File: src/dsd_pkg.sv
// Shared definitions for the deck shuffle and draw unit: field widths,
// action codes, parameter defaults and the request/result structs.
// No dependencies.
package dsd_pkg;

	// Field widths fixed by the item format.
	localparam int CARD_W = 9;
	localparam int SIZE_W = 9;
	localparam int ACT_W  = 2;
	localparam int RAND_W = 15;

	// Parameter defaults.
	localparam int DECK_DEPTH_DEF = 256;
	localparam int RANDOM_MAX_DEF = 32767;

	// Reset value of the deck size register.
	localparam logic [SIZE_W-1:0] DECK_SIZE_RST = 9'd52;

	// Action codes.
	localparam logic [ACT_W-1:0] ACT_FILL    = 2'd0;
	localparam logic [ACT_W-1:0] ACT_SHUFFLE = 2'd1;
	localparam logic [ACT_W-1:0] ACT_DRAW    = 2'd2;

	// One accepted input item.
	typedef struct packed {
		logic [ACT_W-1:0]  action;
		logic [RAND_W-1:0] random_value;
	} dsd_req_t;

	// One result item.
	typedef struct packed {
		logic [CARD_W-1:0] card;
		logic              deck_empty;
		logic              shuffle_done;
		logic              step_ignored;
	} dsd_res_t;

endpackage

File: src/dsd_serial_div.sv
// Bit-serial restoring divider: one quotient bit per cycle.
// Used by the shuffle engine for both divisions of a shuffle step.
// Depends on nothing outside this file.
module dsd_serial_div #(
	parameter int DVD_W = 15,
	parameter int DVS_W = 16
) (
	input  logic             clk,
	input  logic             arst_n,
	input  logic             start,
	input  logic [DVD_W-1:0] dividend,
	input  logic [DVS_W-1:0] divisor,
	output logic             done,
	output logic [DVD_W-1:0] quotient
);

	localparam int CNT_W = $clog2(DVD_W + 1);
	localparam logic [CNT_W-1:0] LAST = CNT_W'(DVD_W - 1);

	logic [DVD_W-1:0] shift_q;
	logic [DVS_W-1:0] rem_q;
	logic [DVS_W-1:0] dvs_q;
	logic [CNT_W-1:0] cnt_q;
	logic             busy_q;
	logic             done_q;
	logic [DVS_W:0]   trial;
	logic [DVS_W:0]   diff;
	logic             fits;

	// Shift in the next dividend bit and try the subtraction.
	assign trial = {rem_q, shift_q[DVD_W-1]};
	assign diff  = trial - {1'b0, dvs_q};
	assign fits  = (trial >= {1'b0, dvs_q});

	// Step counter and completion pulse.
	always_ff @(posedge clk or negedge arst_n) begin
		if (!arst_n) begin
			busy_q <= 1'b0;
			done_q <= 1'b0;
			cnt_q  <= '0;
		end else begin
			done_q <= 1'b0;
			if (start) begin
				busy_q <= 1'b1;
				cnt_q  <= '0;
			end else if (busy_q) begin
				cnt_q <= cnt_q + 1'b1;
				if (cnt_q == LAST) begin
					busy_q <= 1'b0;
					done_q <= 1'b1;
				end
			end
		end
	end

	// Partial remainder and dividend/quotient shift register.
	always_ff @(posedge clk) begin
		if (start) begin
			shift_q <= dividend;
			rem_q   <= '0;
			dvs_q   <= divisor;
		end else if (busy_q) begin
			shift_q <= {shift_q[DVD_W-2:0], fits};
			rem_q   <= fits ? diff[DVS_W-1:0] : trial[DVS_W-1:0];
		end
	end

	assign done     = done_q;
	assign quotient = shift_q;

	// A started division is running in the next cycle.
	a_start_busy: assert property (@(posedge clk) disable iff (!arst_n)
		start |=> busy_q)
		else $error("divider did not start");

endmodule

File: src/dsd_engine.sv
// Deck engine: card store, draw and shuffle positions and the sequencer
// that runs fill, shuffle step and draw. Uses dsd_pkg and dsd_serial_div.
module dsd_engine #(
	parameter int DECK_DEPTH = dsd_pkg::DECK_DEPTH_DEF,
	parameter int RANDOM_MAX = dsd_pkg::RANDOM_MAX_DEF,
	localparam int PW = $clog2(DECK_DEPTH + 1)
) (
	input  logic              clk,
	input  logic              arst_n,
	input  logic              start,
	input  dsd_pkg::dsd_req_t req,
	input  logic [PW-1:0]     n,
	output logic              idle,
	output logic              res_valid,
	input  logic              res_ready,
	output dsd_pkg::dsd_res_t res
);
	import dsd_pkg::*;

	localparam int AW    = $clog2(DECK_DEPTH);
	localparam int RW    = $clog2(longint'(RANDOM_MAX) + 1);
	localparam int CW    = (RW > PW) ? RW : PW;
	localparam int DVS_W = (RW + 1 > PW) ? RW + 1 : PW;
	localparam int RVW   = (RW > RAND_W) ? RW : RAND_W;
	localparam logic [RW-1:0] RMAX_V = RW'(RANDOM_MAX);

	typedef enum logic [10:0] {
		ST_IDLE      = 11'b000_0000_0001,
		ST_FILL      = 11'b000_0000_0010,
		ST_DIV1      = 11'b000_0000_0100,
		ST_DIV2      = 11'b000_0000_1000,
		ST_RD_I      = 11'b000_0001_0000,
		ST_RD_J      = 11'b000_0010_0000,
		ST_WR_I      = 11'b000_0100_0000,
		ST_WR_J      = 11'b000_1000_0000,
		ST_DRAW_RD   = 11'b001_0000_0000,
		ST_DRAW_TAKE = 11'b010_0000_0000,
		ST_RESULT    = 11'b100_0000_0000
	} eng_state_t;

	eng_state_t state_q;

	logic [PW-1:0]     draw_pos_q;
	logic [PW-1:0]     shuf_pos_q;
	logic              drawing_q;
	logic [PW-1:0]     k_q;
	logic [PW-1:0]     span_q;
	logic [PW-1:0]     j_q;
	logic [RW-1:0]     r_sat_q;
	logic [CARD_W-1:0] di_q;
	logic [CARD_W-1:0] card_q;
	logic              empty_q;
	logic              ignored_q;
	logic              div_start_q;
	logic [RW-1:0]     div_dvd_q;
	logic [DVS_W-1:0]  div_dvs_q;
	logic              div_done;
	logic [RW-1:0]     div_quot;

	logic [CARD_W-1:0] mem [DECK_DEPTH];
	logic [CARD_W-1:0] rd_data_q;
	logic              mem_we;
	logic [AW-1:0]     wr_addr;
	logic [AW-1:0]     rd_addr;
	logic [CARD_W-1:0] wdata;

	logic              shuf_full;
	logic              draw_end;
	logic [PW-1:0]     span;
	logic [RVW-1:0]    r_ext;
	logic [RW-1:0]     r_sat;
	logic [CW-1:0]     quot_x;
	logic [CW-1:0]     span_x;

	// Status of the shuffle and draw positions against the deck size.
	assign shuf_full = (({1'b0, shuf_pos_q} + 1'b1) >= {1'b0, n});
	assign draw_end  = (draw_pos_q >= n);
	assign span      = n - shuf_pos_q;

	// Random word saturated to the largest legal value.
	assign r_ext = RVW'(req.random_value);
	assign r_sat = (r_ext > RVW'(RMAX_V)) ? RMAX_V : RW'(r_ext);

	// Offset from the second division, compared against the span.
	assign quot_x = CW'(div_quot);
	assign span_x = CW'(span_q);

	// Store port selection.
	always_comb begin
		mem_we  = 1'b0;
		wr_addr = shuf_pos_q[AW-1:0];
		wdata   = rd_data_q;
		rd_addr = shuf_pos_q[AW-1:0];
		case (state_q)
			ST_FILL: begin
				mem_we  = 1'b1;
				wr_addr = k_q[AW-1:0];
				wdata   = CARD_W'(k_q + 1'b1);
			end
			ST_RD_J: begin
				rd_addr = j_q[AW-1:0];
			end
			ST_WR_I: begin
				mem_we = 1'b1;
			end
			ST_WR_J: begin
				mem_we  = 1'b1;
				wr_addr = j_q[AW-1:0];
				wdata   = di_q;
			end
			ST_DRAW_RD: begin
				rd_addr = draw_pos_q[AW-1:0];
			end
			default: begin
				mem_we = 1'b0;
			end
		endcase
	end

	// Card store with registered read data.
	always_ff @(posedge clk) begin
		if (mem_we) begin
			mem[wr_addr] <= wdata;
		end
		rd_data_q <= mem[rd_addr];
	end

	dsd_serial_div #(
		.DVD_W(RW),
		.DVS_W(DVS_W)
	) u_div (
		.clk      (clk),
		.arst_n   (arst_n),
		.start    (div_start_q),
		.dividend (div_dvd_q),
		.divisor  (div_dvs_q),
		.done     (div_done),
		.quotient (div_quot)
	);

	// Sequencer and control state.
	always_ff @(posedge clk or negedge arst_n) begin
		if (!arst_n) begin
			state_q     <= ST_IDLE;
			draw_pos_q  <= '0;
			shuf_pos_q  <= '0;
			drawing_q   <= 1'b0;
			div_start_q <= 1'b0;
		end else begin
			div_start_q <= 1'b0;
			case (state_q)
				ST_IDLE: begin
					if (start) begin
						case (req.action)
							ACT_FILL: begin
								state_q <= ST_FILL;
							end
							ACT_SHUFFLE: begin
								if (drawing_q || shuf_full) begin
									state_q <= ST_RESULT;
								end else begin
									div_start_q <= 1'b1;
									state_q     <= ST_DIV1;
								end
							end
							ACT_DRAW: begin
								drawing_q <= 1'b1;
								state_q   <= draw_end ? ST_RESULT : ST_DRAW_RD;
							end
							default: begin
								state_q <= ST_RESULT;
							end
						endcase
					end
				end
				ST_FILL: begin
					if (k_q == n - 1'b1) begin
						draw_pos_q <= '0;
						shuf_pos_q <= '0;
						drawing_q  <= 1'b0;
						state_q    <= ST_RESULT;
					end
				end
				ST_DIV1: begin
					if (div_done) begin
						div_start_q <= 1'b1;
						state_q     <= ST_DIV2;
					end
				end
				ST_DIV2: begin
					if (div_done) begin
						state_q <= ST_RD_I;
					end
				end
				ST_RD_I: begin
					state_q <= ST_RD_J;
				end
				ST_RD_J: begin
					state_q <= ST_WR_I;
				end
				ST_WR_I: begin
					state_q <= ST_WR_J;
				end
				ST_WR_J: begin
					shuf_pos_q <= shuf_pos_q + 1'b1;
					state_q    <= ST_RESULT;
				end
				ST_DRAW_RD: begin
					state_q <= ST_DRAW_TAKE;
				end
				ST_DRAW_TAKE: begin
					draw_pos_q <= draw_pos_q + 1'b1;
					state_q    <= ST_RESULT;
				end
				ST_RESULT: begin
					if (res_ready) begin
						state_q <= ST_IDLE;
					end
				end
				default: begin
					state_q <= ST_IDLE;
				end
			endcase
		end
	end

	// Working values of the current item.
	always_ff @(posedge clk) begin
		case (state_q)
			ST_IDLE: begin
				k_q       <= '0;
				card_q    <= '0;
				empty_q   <= 1'b0;
				ignored_q <= 1'b0;
				span_q    <= span;
				r_sat_q   <= r_sat;
				div_dvd_q <= RMAX_V;
				div_dvs_q <= DVS_W'(span);
				if (start && req.action == ACT_SHUFFLE) begin
					ignored_q <= drawing_q | shuf_full;
				end
				if (start && req.action == ACT_DRAW) begin
					empty_q <= draw_end;
				end
			end
			ST_FILL: begin
				k_q <= k_q + 1'b1;
			end
			ST_DIV1: begin
				div_dvd_q <= r_sat_q;
				div_dvs_q <= DVS_W'({1'b0, div_quot} + 1'b1);
			end
			ST_DIV2: begin
				if (quot_x >= span_x) begin
					j_q <= n - 1'b1;
				end else begin
					j_q <= shuf_pos_q + PW'(quot_x);
				end
			end
			ST_RD_J: begin
				di_q <= rd_data_q;
			end
			ST_DRAW_TAKE: begin
				card_q <= rd_data_q;
			end
			default: begin
				k_q <= k_q;
			end
		endcase
	end

	assign idle             = (state_q == ST_IDLE);
	assign res_valid        = (state_q == ST_RESULT);
	assign res.card         = card_q;
	assign res.deck_empty   = empty_q;
	assign res.shuffle_done = shuf_full;
	assign res.step_ignored = ignored_q;

	// The second write of a swap always follows the first.
	a_swap_order: assert property (@(posedge clk) disable iff (!arst_n)
		(state_q == ST_WR_J) |-> ($past(state_q) == ST_WR_I))
		else $error("swap write out of order");

	// An empty draw never reports a card.
	a_empty_card: assert property (@(posedge clk) disable iff (!arst_n)
		(res_valid && res.deck_empty) |-> (res.card == '0))
		else $error("card reported on empty draw");

endmodule

File: src/deck_shuffle_and_draw_unit.sv
// A shuffle step runs the bit-serial divider twice; out_valid rises in the same cycle as the
// engine turns idle, so the next item can already be taken in that cycle.
// One item is worked at a time; the next is taken as soon as the engine is idle,
// even while the previous result waits in the output register.
// Reset clears positions and flags and loads deck size 52; the card store is undefined until a fill.
module deck_shuffle_and_draw_unit #(
	parameter int DECK_DEPTH = dsd_pkg::DECK_DEPTH_DEF,
	parameter int RANDOM_MAX = dsd_pkg::RANDOM_MAX_DEF
) (
	input  logic                        clk,
	input  logic                        arst_n,
	input  logic                        cfg_we,
	input  logic [dsd_pkg::SIZE_W-1:0] cfg_wdata,
	input  logic                        in_valid,
	output logic                        in_stall,
	input  logic [dsd_pkg::ACT_W-1:0]  action,
	input  logic [dsd_pkg::RAND_W-1:0] random_value,
	output logic                        out_valid,
	input  logic                        out_stall,
	output logic [dsd_pkg::CARD_W-1:0] card,
	output logic                        deck_empty,
	output logic                        shuffle_done,
	output logic                        step_ignored
);
	import dsd_pkg::*;

	localparam int PW  = $clog2(DECK_DEPTH + 1);
	localparam int CMW = (SIZE_W > PW) ? SIZE_W : PW;

	logic [SIZE_W-1:0] deck_size_q;
	logic [CMW-1:0]    size_x;
	logic [PW-1:0]     n_eff;
	logic              eng_idle;
	logic              start;
	dsd_req_t          req;
	logic              res_valid;
	logic              res_ready;
	dsd_res_t          res;
	logic              out_valid_q;
	dsd_res_t          out_res_q;

	// Deck size register.
	always_ff @(posedge clk or negedge arst_n) begin
		if (!arst_n) begin
			deck_size_q <= DECK_SIZE_RST;
		end else if (cfg_we) begin
			deck_size_q <= cfg_wdata;
		end
	end

	// Effective deck size, clamped to one and to the store depth.
	assign size_x = CMW'(deck_size_q);
	always_comb begin
		if (size_x == '0) begin
			n_eff = PW'(1);
		end else if (size_x > CMW'(DECK_DEPTH)) begin
			n_eff = PW'(DECK_DEPTH);
		end else begin
			n_eff = PW'(size_x);
		end
	end

	// Input handshake: an item is taken whenever the engine is idle.
	assign in_stall         = !eng_idle;
	assign start            = in_valid && eng_idle;
	assign req.action       = action;
	assign req.random_value = random_value;

	dsd_engine #(
		.DECK_DEPTH(DECK_DEPTH),
		.RANDOM_MAX(RANDOM_MAX)
	) u_engine (
		.clk       (clk),
		.arst_n    (arst_n),
		.start     (start),
		.req       (req),
		.n         (n_eff),
		.idle      (eng_idle),
		.res_valid (res_valid),
		.res_ready (res_ready),
		.res       (res)
	);

	// Output register, loaded when empty or being drained.
	assign res_ready = res_valid && (!out_valid_q || !out_stall);

	always_ff @(posedge clk or negedge arst_n) begin
		if (!arst_n) begin
			out_valid_q <= 1'b0;
		end else if (res_ready) begin
			out_valid_q <= 1'b1;
		end else if (!out_stall) begin
			out_valid_q <= 1'b0;
		end
	end

	always_ff @(posedge clk) begin
		if (res_ready) begin
			out_res_q <= res;
		end
	end

	assign out_valid    = out_valid_q;
	assign card         = out_res_q.card;
	assign deck_empty   = out_res_q.deck_empty;
	assign shuffle_done = out_res_q.shuffle_done;
	assign step_ignored = out_res_q.step_ignored;

	// Every accepted item makes the engine busy in the next cycle.
	a_busy_after_accept: assert property (@(posedge clk) disable iff (!arst_n)
		(in_valid && !in_stall) |=> in_stall)
		else $error("engine idle right after accepting an item");

endmodule
File: config.mk
export PLATFORM = sky130hd
export DESIGN_NAME = deck_shuffle_and_draw_unit
export DESIGN_NICKNAME = d
export VERILOG_FILES = /design/src/dsd_pkg.sv /design/src/dsd_serial_div.sv /design/src/dsd_engine.sv /design/src/deck_shuffle_and_draw_unit.sv
export SDC_FILE = /design/constraint.sdc
export NUM_CORES = 2
export LEC_CHECK = 0
export BUFFER_PORTS_ARGS = -buffer_cell sky130_fd_sc_hd__buf_2
export CORE_ASPECT_RATIO = 1.1
export CORE_UTILIZATION = 40
export CTS_CLUSTER_DIAMETER = 50
export DETAILED_ROUTE_END_ITERATION = 6
export PLACE_DENSITY = 0.53
export SLEW_MARGIN = 40
export SYNTH_ARGS = -nofsm -noshare
export SYNTH_HDL_FRONTEND = slang
export SYNTH_SLANG_ARGS = --single-unit
export TNS_END_PERCENT = 50
File: constraint.sdc
create_clock -name clk -period 14.5 [get_ports clk]
set_input_delay 2.9 -clock clk [delete_from_list [all_inputs] [get_ports clk]]
set_output_delay 2.9 -clock clk [all_outputs]
set_load 0.01 [all_outputs]
==> impl_metrics.tcl <==
set metrics [dict create \
    r2r_setup_slack_ns 7.89 \
    max_freq_mhz 151 \
    synthArstFlopShare_pct 1.87 \
    slew-limit-headroom_pct 38.0 \
    arrival_ns 7.41 \
    tightest_slew_ns 0.930 \
    worstSetupEndpointType "flop" \
    ant_nets 0 \
    power_density_mw_per_mm2 147 \
    fin_crit_ns 6.61 \
    path_depth 15 \
    clockRootBuffer "clkbuf_16" \
    antenna_found_initial 18 \
    worst_skew_pair.late_latency_ns 0.97 \
    dpl_cell_area_sq_mm 0.109 \
    layout_commonest_cell "edfxtp_1" \
    cpMaxStageDelayCell "buf_4" \
    maxSlewViolCount 0 \
    clk_pin_slew_worst_paths_ns 0.06 \
    status "complete, no violations" \
    worstHoldPathType "flop to flop" \
    rr_endpoint "u_engine.rd_data_q[8]$_DFF_P_" \
    totalWireLength_microns 344000 \
    cts_setup_buffers 0 \
    ff2ff_path_depth 15 \
    setup_viol 0 \
    synth.top_cell.area_share_pct 70.6 \
    crit_chain "nor4_4 -> nand4_1 -> buf_4 -> buf_4 -> nand3_4 -> buf_12 -> buf_4 -> buf_4 -> nand2_1 -> nand3_1 -> nand3_1 -> a31oi_1 -> o22ai_1 -> a22o_1 -> a2111oi_2" \
    min_path_cells 0 \
    grt_max_degree 180 \
    syn_avg_cell_area_sq_um 12.6 \
    startpoint "u_engine.state_q[1]$_DFFE_PN0P_" \
    synth_top_cell_by_area "edfxtp_1" \
    die_area_sq_mm 0.261 \
    worst-path-buf-inv 5 \
    cts_buffers 292 \
    power_frac_seq_pct 50.9 \
    cts_resized 0 \
    critPathCapture "u_engine.rd_data_q[8]$_DFF_P_" \
    die_w_microns 487 \
    synth_edf_count 2439 \
    required_ns 15.31 \
    critPathMaxStageDelay_ns 0.70 \
    rsz0062_at_grt "false" \
    route.detailed.drc 0 \
    dp_hpwl_microns 203000 \
    drv_cap 0 \
    vias 69300 \
    p_leak_nw 39.8 \
    rows 195 \
    cts_sinks 2511 \
    ir_worst_vdd_mv 0.154 \
    synth_cell_type_count 83 \
    netSwitchingFraction_pct 24.6 \
    ioPinCount 45 \
    period_share_pct 45.6 \
    hold_viol_final 0 \
    drive_gt1_share_pct 11.9 \
    p_sw_mw 4.26 \
    core_sq_mm 0.257 \
    clock_skew_ns 0.0652 \
    area_growth_syn_to_layout_pct 13.3 \
    worst-setup-path-type "flop to flop" \
    wl_per_cell_microns 29.0 \
    first_global_vias 65600 \
    ys_seq_elements 2511 \
    ctsHtreeMaxLevel 5 \
    grt_overflow_total 0 \
    die_h_microns 536 \
    place.gp.congestion 0.879 \
    crit_top_cell "buf_4" \
    most-common-layout-cells "edfxtp_1 (2439), nand2_1 (2205), nand3_1 (1049)" \
    setup_tns_ns 0 \
    power_frac_clock_pct 40.0 \
    via_per_inst 5.84 \
    worstReg2RegStart "u_engine.state_q[1]$_DFFE_PN0P_" \
    yosys_warnings 0 \
    drt_iter0_drc 8506 \
    syn_nets 8340 \
    synth.area.top_cells "edfxtp_1 (71%), nand2_1 (8.0%), nand3_1 (5.1%)" \
    start_kind "flop" \
    cp_max_fo 145 \
    comb_power_share_pct 9.1 \
    start_util_pct 40.3 \
    portBuffers 44 \
    grt_pass1_wl_microns 490000 \
    fin_nets 8318 \
    fin_area_sq_mm 0.118 \
    seq_area_frac_synth_pct 72.2 \
    cts_max_path_buffers 4 \
    hold_buffers 0 \
    intPower_mw 13.1 \
    syn_area_sq_mm 0.104 \
    netlist_instances 8240 \
    ys.flop_type "edfxtp_1" \
    dr.pass1.iters 6 \
    cts_tree "built" \
    crit_family "buffers and inverters" \
    grt_util_all_layers_pct 26.0 \
]
-- routing by layer --
metal	wire [microns]	share of wire, %	GRT usage, %	vias up
li1	-	-	-	30200
met1	141000	41	35.5	35100
met2	156000	45	40.0	3328
met3	30800	8.9	5.27	643
met4	16300	4.7	11.5	8
met5	197	0.057	0	-
-- worst register-to-register path, stage by stage (launching register included) --
cell	delay [ns]
dfrtp_1	0.47
nor4_4	0.65
nand4_1	0.39
buf_4	0.37
buf_4	0.29
nand3_4	0.54
buf_12	0.58
buf_4	0.76
buf_4	0.74
nand2_1	0.11
nand3_1	0.11
nand3_1	0.10
a31oi_1	0.43
o22ai_1	0.26
a22o_1	0.32
a2111oi_2	0.37
-- power by group through the flow --
stage          logic (mW)  registers (mW)  clock network [mW]
3_5_place_dp         1.56            8.97                   0
6_report             1.58            8.82                6.93
5_1_grt              1.71            8.83                7.27
4_1_cts              1.57            8.82                7.00
2_1_floorplan       0.860            9.04                   0
3_3_place_gp         1.49            8.98                   0
-- worst min path at each step --
stage	from	to
global placement	u_engine.card_q[7]$_SDFFCE_PN0P_	card[7]$_DFFE_PP_
floorplan	u_engine.card_q[0]$_SDFFCE_PN0P_	card[0]$_DFFE_PP_
global route	u_engine.div_dvs_q[13]$_SDFFCE_PP0P_	u_engine.u_div.dvs_q[13]$_DFFE_PP_
finish	u_engine.div_dvs_q[11]$_SDFFCE_PP0P_	u_engine.u_div.dvs_q[11]$_DFFE_PP_
CTS	u_engine.div_dvs_q[11]$_SDFFCE_PP0P_	u_engine.u_div.dvs_q[11]$_DFFE_PP_
detailed placement	u_engine.card_q[0]$_SDFFCE_PN0P_	card[0]$_DFFE_PP_
-- logic make-up (layout without fill, tap and decap cells) --
family	Yosys count	count (layout)	synth area share, %
AND/OR/NAND/NOR	4036	4036	16.9
flip-flops	2511	2511	72.2
AO/OA/AOI/OAI	800	800	5.51
buffers and inverters	623	789	2.60
multiplexers	129	129	1.28
XOR/XNOR	72	72	0.608
adder cells (fa/ha/maj)	69	69	0.854
other	0	8	0
-- stage by stage --
stage	setup slack (ns)	power (mW)	utilization, %	hold slack (ns)	std cells
after floorplan	3.89	9.90	-	0.400	8240
after global placement	7.46	10.5	41.9	0.402	11400
after detailed placement	8.06	10.5	42.2	0.405	11400
after CTS	8.01	17.4	45.6	0.418	11800
after global routing	7.64	17.8	45.7	0.421	11900
final	7.89	17.3	45.7	0.416	11900
-- final cells by class --
| class | count | area (sq um) |
|---|---|---|
| clock inverter | 127 | 1100 |
| inverter | 74 | 278 |
| timing repair buffer | 233 | 2050 |
| clock buffer | 355 | 7650 |
| fill | 23100 | 140000 |
| antenna | 8 | 20.0 |
| sequential | 2511 | 74900 |
| multi-input combinational | 5106 | 27200 |
| tap | 3447 | 4310 |
-- sequential cells by signal, indices dropped and copies added, names as in the netlist, 8 cells and up --
name                     flops
u_engine.div_dvd_q          15
u_engine.r_sat_q            15
u_engine.di_q                9
card                         9
u_engine.card_q              9
u_engine.mem              2304
u_engine.u_div.quotient     15
u_engine.draw_pos_q          9
u_engine.rd_data_q           9
u_engine.span_q              9
deck_size_q                  9
u_engine.state_q            11
u_engine.shuf_pos_q          9
u_engine.k_q                 9
u_engine.u_div.rem_q        16
u_engine.j_q                 8
u_engine.u_div.dvs_q        16
u_engine.div_dvs_q          16
-- synth_stat cells (21+ instances only) --
cell      instances
dfrtp_1          43
ha_1             66
and3_1          144
nand4_1          47
or2_2            21
inv_1            72
dfxtp_1          25
buf_1            67
xnor2_1          35
buf_2           224
xor2_1           37
o22ai_1          24
nor2_1          379
edfxtp_1       2439
clkbuf_1        237
mux2_2           27
nor3_1           43
o21ai_0          59
a211oi_1         94
mux2i_1         102
a21oi_1         131
nand2_1        2219
and4_1           37
a311oi_1        174
nand3_1        1058
a31oi_1         143
Note: power is estimated with default switching activity, not from simulation.
